File: config.mk
export PLATFORM = sky130hd
export DESIGN_NAME = ptr_ctrl
export DESIGN_NICKNAME = d
export VERILOG_FILES = /design/src/hdl/ping_rtt_window_tracker_core_macros.svh /design/src/hdl/ptr_pkg.sv /design/src/hdl/ptr_ctrl.sv
export SDC_FILE = /design/constraint.sdc
export NUM_CORES = 1
export LEC_CHECK = 0
export BUFFER_PORTS_ARGS = -buffer_cell sky130_fd_sc_hd__buf_2
export CORE_AREA = 2 2 39 41
export CTS_BUF_LIST = sky130_fd_sc_hd__clkbuf_16
export CTS_CLUSTER_DIAMETER = 80
export DETAILED_ROUTE_END_ITERATION = 12
export DIE_AREA = 0 0 41 43
export PLACE_DENSITY_LB_ADDON = 0.05
export SLEW_MARGIN = 20
export SYNTH_ARGS = -nofsm -noshare
export SYNTH_HDL_FRONTEND = slang
export SYNTH_SLANG_ARGS = --single-unit
File: constraint.sdc
create_clock -name clk -period 1.4 [get_ports clk]
set_input_delay 0.14 -clock clk [delete_from_list [all_inputs] [get_ports clk]]
set_output_delay 0.14 -clock clk [all_outputs]
set_load 0.01 [all_outputs]
File: src/hdl/ping_rtt_window_tracker_core_macros.svh
// Assertion macros shared by the RTL of the round-trip-time tracker.
// No dependencies; include by bare file name inside a module body.
`ifndef PING_RTT_WINDOW_TRACKER_CORE_MACROS_SVH
`define PING_RTT_WINDOW_TRACKER_CORE_MACROS_SVH

// Same-cycle implication, checked out of reset.
`define PTR_CHECK_NOW(label, clk, rst, ante, cons) \
  label: assert property (@(posedge clk) disable iff (rst) (ante) |-> (cons)) \
    else $error("ping_rtt_window_tracker_core: check failed");

// Next-cycle implication, checked out of reset.
`define PTR_CHECK_NEXT(label, clk, rst, ante, cons) \
  label: assert property (@(posedge clk) disable iff (rst) (ante) |=> (cons)) \
    else $error("ping_rtt_window_tracker_core: check failed");

`endif

File: src/hdl/ptr_pkg.sv
// Shared widths, constants and controller/datapath command and status types
// for the round-trip-time tracker. No dependencies.
`default_nettype none

package ptr_pkg;

  localparam int STAMP_W = 64;
  localparam int AGE_W   = 32;
  localparam int RTT_W   = 32;
  localparam int SUM_W   = 39;
  localparam int COUNT_W = 8;

  localparam logic [AGE_W-1:0] AGE_RESET = 32'd3000000;

  localparam logic KIND_PING = 1'b0;
  localparam logic KIND_PONG = 1'b1;

  typedef struct packed {
    logic capture;
    logic drop_head;
    logic append;
    logic scan_clr;
    logic scan_inc;
    logic remove_at;
    logic win_write;
    logic win_read;
    logic load_out;
  } ptr_cmd_t;

  typedef struct packed {
    logic is_pong;
    logic q_empty;
    logic q_full;
    logic head_aged;
    logic scan_end;
    logic scan_hit;
    logic rtt_ok;
    logic rd_last;
    logic out_free;
  } ptr_sts_t;

endpackage

`default_nettype wire

File: src/hdl/ptr_ctrl.sv
// Controller state machine of the round-trip-time tracker.
// Depends on ptr_pkg; drives datapath commands from its status.
`default_nettype none

module ptr_ctrl (
  input  wire               clk,
  input  wire               rst,
  input  wire               item_valid,
  output logic              item_ready,
  input  ptr_pkg::ptr_sts_t sts,
  output ptr_pkg::ptr_cmd_t cmd
);
  import ptr_pkg::*;

  typedef enum logic [2:0] {
    S_IDLE,
    S_AGE,
    S_APPEND,
    S_SCAN,
    S_WRITE,
    S_WALK,
    S_DRAIN,
    S_OUT
  } state_t;

  state_t state;
  state_t state_next;

  assign item_ready = (state == S_IDLE);

  always_comb begin
    state_next = state;
    cmd        = '0;
    case (state)
      S_IDLE: begin
        if (item_valid) begin
          cmd.capture = 1'b1;
          state_next  = S_AGE;
        end
      end
      S_AGE: begin
        // drop one expired head per cycle, then branch on item kind
        if (!sts.q_empty && sts.head_aged) begin
          cmd.drop_head = 1'b1;
        end else if (!sts.is_pong) begin
          if (sts.q_full) begin
            cmd.drop_head = 1'b1;
            state_next    = S_APPEND;
          end else begin
            cmd.append = 1'b1;
            state_next = S_IDLE;
          end
        end else begin
          cmd.scan_clr = 1'b1;
          state_next   = S_SCAN;
        end
      end
      S_APPEND: begin
        cmd.append = 1'b1;
        state_next = S_IDLE;
      end
      S_SCAN: begin
        if (sts.scan_end) begin
          state_next = S_IDLE;
        end else if (sts.scan_hit) begin
          cmd.remove_at = 1'b1;
          state_next    = sts.rtt_ok ? S_WRITE : S_IDLE;
        end else begin
          cmd.scan_inc = 1'b1;
        end
      end
      S_WRITE: begin
        cmd.win_write = 1'b1;
        state_next    = S_WALK;
      end
      S_WALK: begin
        cmd.win_read = 1'b1;
        if (sts.rd_last) begin
          state_next = S_DRAIN;
        end
      end
      S_DRAIN: begin
        state_next = S_OUT;
      end
      S_OUT: begin
        if (sts.out_free) begin
          cmd.load_out = 1'b1;
          state_next   = S_IDLE;
        end
      end
      default: begin
        state_next = S_IDLE;
      end
    endcase
  end

  always_ff @(posedge clk) begin
    if (rst) begin
      state <= S_IDLE;
    end else begin
      state <= state_next;
    end
  end

endmodule

`default_nettype wire

# Word level (Yosys, flattened, before mapping)

Index checks and enable logic that the tools add are counted.

Register bits after elaboration: 3
Bits in latches: 0
Memory bits (writable): 0
ROM bits: 0
Input bits: 12
Output and inout port bits: 10
Word-level logic and storage cells: 46
Memories: 0

Add/sub/neg operators: 0
Multipliers: 0
Div/mod/pow operators: 0
$lt $le $gt $ge: 0
Eq/ne operators: 12
Shift operators: 0
Multiplexer cells: 29
Bitwise operators: 0
Reductions and logical operators: 4

Operator list:

| kind                                                                  | number |
|---|---|
| 3-bit case mux with 8 select lines                                    | 1 |
| 3-bit two-way mux                                                     | 7 |
| 1-bit two-way mux                                                     | 14 |
| 3-bit equality test, second input constant                            | 4 |
| 2-bit two-way mux                                                     | 6 |
| 2-bit inequality test, second input constant                          | 4 |
| 3-bit by 2-bit equality test with 1-bit output, second input constant | 2 |
| 5-bit AND reduction                                                   | 1 |
| 3-bit by 1-bit equality test with 1-bit output, second input constant | 1 |
| 3-bit zero test                                                       | 1 |
| 3-bit inequality test, second input constant                          | 1 |
| 1-bit case mux with 2 select lines                                    | 1 |
| 1-bit logical AND                                                     | 1 |
| 1-bit zero test                                                       | 1 |

# Logic depth before layout (Yosys ltp)

Depth in word-level cells: 4
Depth in mapped cells: 5
Depth with buffers taken out: 4

# Worst setup path after synthesis

Ideal clock, no wire load.

Path kind: register to output
Start point: register state[1]
End point: output port cmd[8] (netlist name)
Arrival: 1.160 ns
Path slack: 0.100 ns
Cell stages (with the launch flop): 4
Path buffers: 1
Cells stage by stage: dfxtp_1 > buf_4 > nor3_1 > and2_1

RTL lines:

| item                   | RTL line        | source |
|---|---|---|
| start, declared        | ptr_ctrl.sv:26  | `state_t state;` |
| start signal, assigned | ptr_ctrl.sv:101 | `state <= state_next;` |
| end, declared          | ptr_ctrl.sv:11  | `output ptr_pkg::ptr_cmd_t cmd` |

==> results.txt <==
P_leak - 0.3430 nW
mux contribution to synthesized area - 0.05654
peak supply drop - 0.7587 mV
Clock Sinks - 3
highest metal layer with signal wires - met3
Hold Buf Count CTS - 0
Die ar. - 0.001763 mm2
clock slew at reported path FFs - 30 ps
count of filler cells inserted in the layout - 154
vias in the first global route - 385
Fin Clk Skew - 2.356 ps
EDFF count, synth - 0
Final #Nets - 93
Post-synth ARST share - 0
run status - finished clean
final wirelength - 1.109 mm
Synth Area in XOR/XNOR - 0
largest net degree at the start of global routing - 9
Worst Hold Class - input port to flop
worst slew pin tran - 196.1 ps
post-synthesis average cell area - 7.377 um2
placed insts - 87
cell taking the most area after synthesis - dfxtp_1
worst reg-to-reg setup slack - 40 ps
Synth Register Bits - 3
DRC violations left - 0
Worst EP arrival - 1220 ps
Worst Reg-to-Reg Cells - 5
clk_lat worst skew - 220 ps
Critical Path Start Type - flop
final worst path period share - 0.9735
vias per std cell - 4.760
largest family of logic cells by synthesized area - simple AND/OR/NAND/NOR gates
I/O pin cnt - 22
I/O Buffers - 21
initial antenna violation count - 0
Die X-Extent - 41 um
Post-Syn Nets - 60
Final Max Slew Viols - 0
wire length on met3 - 67 um
total track usage - 0.1254
CTS tree - built
number of flip-flops in the largest register - 3
fin util - 0.4738
first-pass GRT wire length - 1.490 mm
critical path required time - 1260 ps
DRT antenna net count - 0
CTS max path bufs - 2
total grt overflow - 0
Wirelength per Cell - 11.55 um
Setup crit end kind - output pin
CTS Buf Count - 3
layout cells sized above 1 - 0.5250
total power - 0.6779 mW
multi-input logic area - 279.0 um2
htree depth - 1
minimum clock period - 1363 ps
count of cell types in the netlist - 30
Hold Vio Cnt, Final - 0
First-pass DRT Iterations - 4
dpl ws - 76.02 ps
dpl hpwl - 797.7 um
share of the yosys chip area belonging to registers - 0.1696
Die Y-Extent - 43 um
# rows - 14
wire length on met2 - 540 um
Max Fclk - 0.7337 GHz
Top Registers - state (3)
ant diodes - 0
Core ar. - 0.001384 mm2
Synth Area in Adders - 0
RSZ-0062 raised after global routing - true
Slew headroom - 0.8655
post-synthesis simple-gate area fraction - 0.3993
Synth Area in Compound Gates - 0.2933
Syn-to-layout area delta - 85.16%
Root Buffer - clkbuf_16
largest cells by area after synthesis - dfxtp_1, mux2i_1, nand2_1
synthesized netlist cell count - 48
PwrDens - 1034 mW/mm2
Synth top cells by count - nand2_1, nor2_1, dfxtp_1, inv_1
final worst setup slack - 37.04 ps
fin cells - 96
initial DRC count - 4
Initial Utilization - 0.2559
placer congestion estimate - 0.6485
Max-Cap Viols - 0
Yosys top cell area share - 0.1696
worst hold path cell count - 2
Setup CP Type - flop to output pin
Top FF cell, synth - dfxtp_1
Reg area - 66.31 um2
via count - 457
routed length on met1 - 501 um
crit-path max FO - 6
Yosys warnings - 0
Top reg by flops - state
count of final setup violators - 0
mapped cell area - 354.1 um2
==> metrics by stage <==
stage / area (um2) / hold slack [ps] / TNS (ps)
2_1_floorplan: 354.1 / 206.2 / 0
3_3_place_gp: 499.2 / 343.3 / 0
3_5_place_dp: 499.2 / 337.6 / 0
4_1_cts: 601.8 / 107.4 / -0.9196
5_1_grt: 655.6 / 110.5 / -28.78
6_report: 655.6 / 99.66 / 0
==> timing repair <==
item | CTS | global route
setup endpoints to repair | 4 | 7
resized for setup | 3 | 6
pin swaps | 0 | 1
endpoints found under the hold margin | 0 | 0
buffers inserted | 2 | 3
==> critical path, stage by stage, from the launching register on <==
cell	delay, ps
dfxtp_4	380
buf_6	120
or2b_1	240
a21oi_1	120
buf_2	140
==> cell families after synthesis <==
group	after synthesis
AND/OR/NAND/NOR	24
AO/OA/AOI/OAI	13
buffers and inverters	6
flip-flops	3
multiplexers	2
==> power by group <==
group	total (mW)	internal, mW	switching, mW
Clock	0.446	0.368	0.0781
Combinational	0.132	0.0689	0.0634
Sequential	0.0990	0.0908	0.00824
==> layout by cell type (no fill, tap or decap), types with 2 or more instances in the layout <==
cell type / instances
nor2_1: 4
clkbuf_16: 3
nand2_1: 5
inv_1: 4
a21oi_1: 2
buf_6: 2
buf_4: 7
buf_2: 21
mux2i_1: 2
dfxtp_2: 2
and2_1: 2
nand2b_1: 2
==> area by class of cell <==
cell class	instances	area share
repair buffers	31	0.3053
well taps	16	0.03053
flip-flops and latches	3	0.1011
clock buffers	3	0.1145
multi-input cells	39	0.4256
inverters	3	0.01718
clock inverters	1	0.005725
==> worst paths after layout <==
kind | startpoint | endpoint
max | state[1] | cmd[6]
min | rst | state[0]
max reg2reg | state[1] | state[1]
min reg2reg | state[2] | state[2]
==> metal layers <==
metal / up-vias / global-route usage
li1: 237 / -
met1: 208 / 0.1603
met2: 12 / 0.1875
met3: 0 / 0.04712
met4: 0 / 0.04000
met5: - / 0
Note: power is estimated with default switching activity, not from simulation.
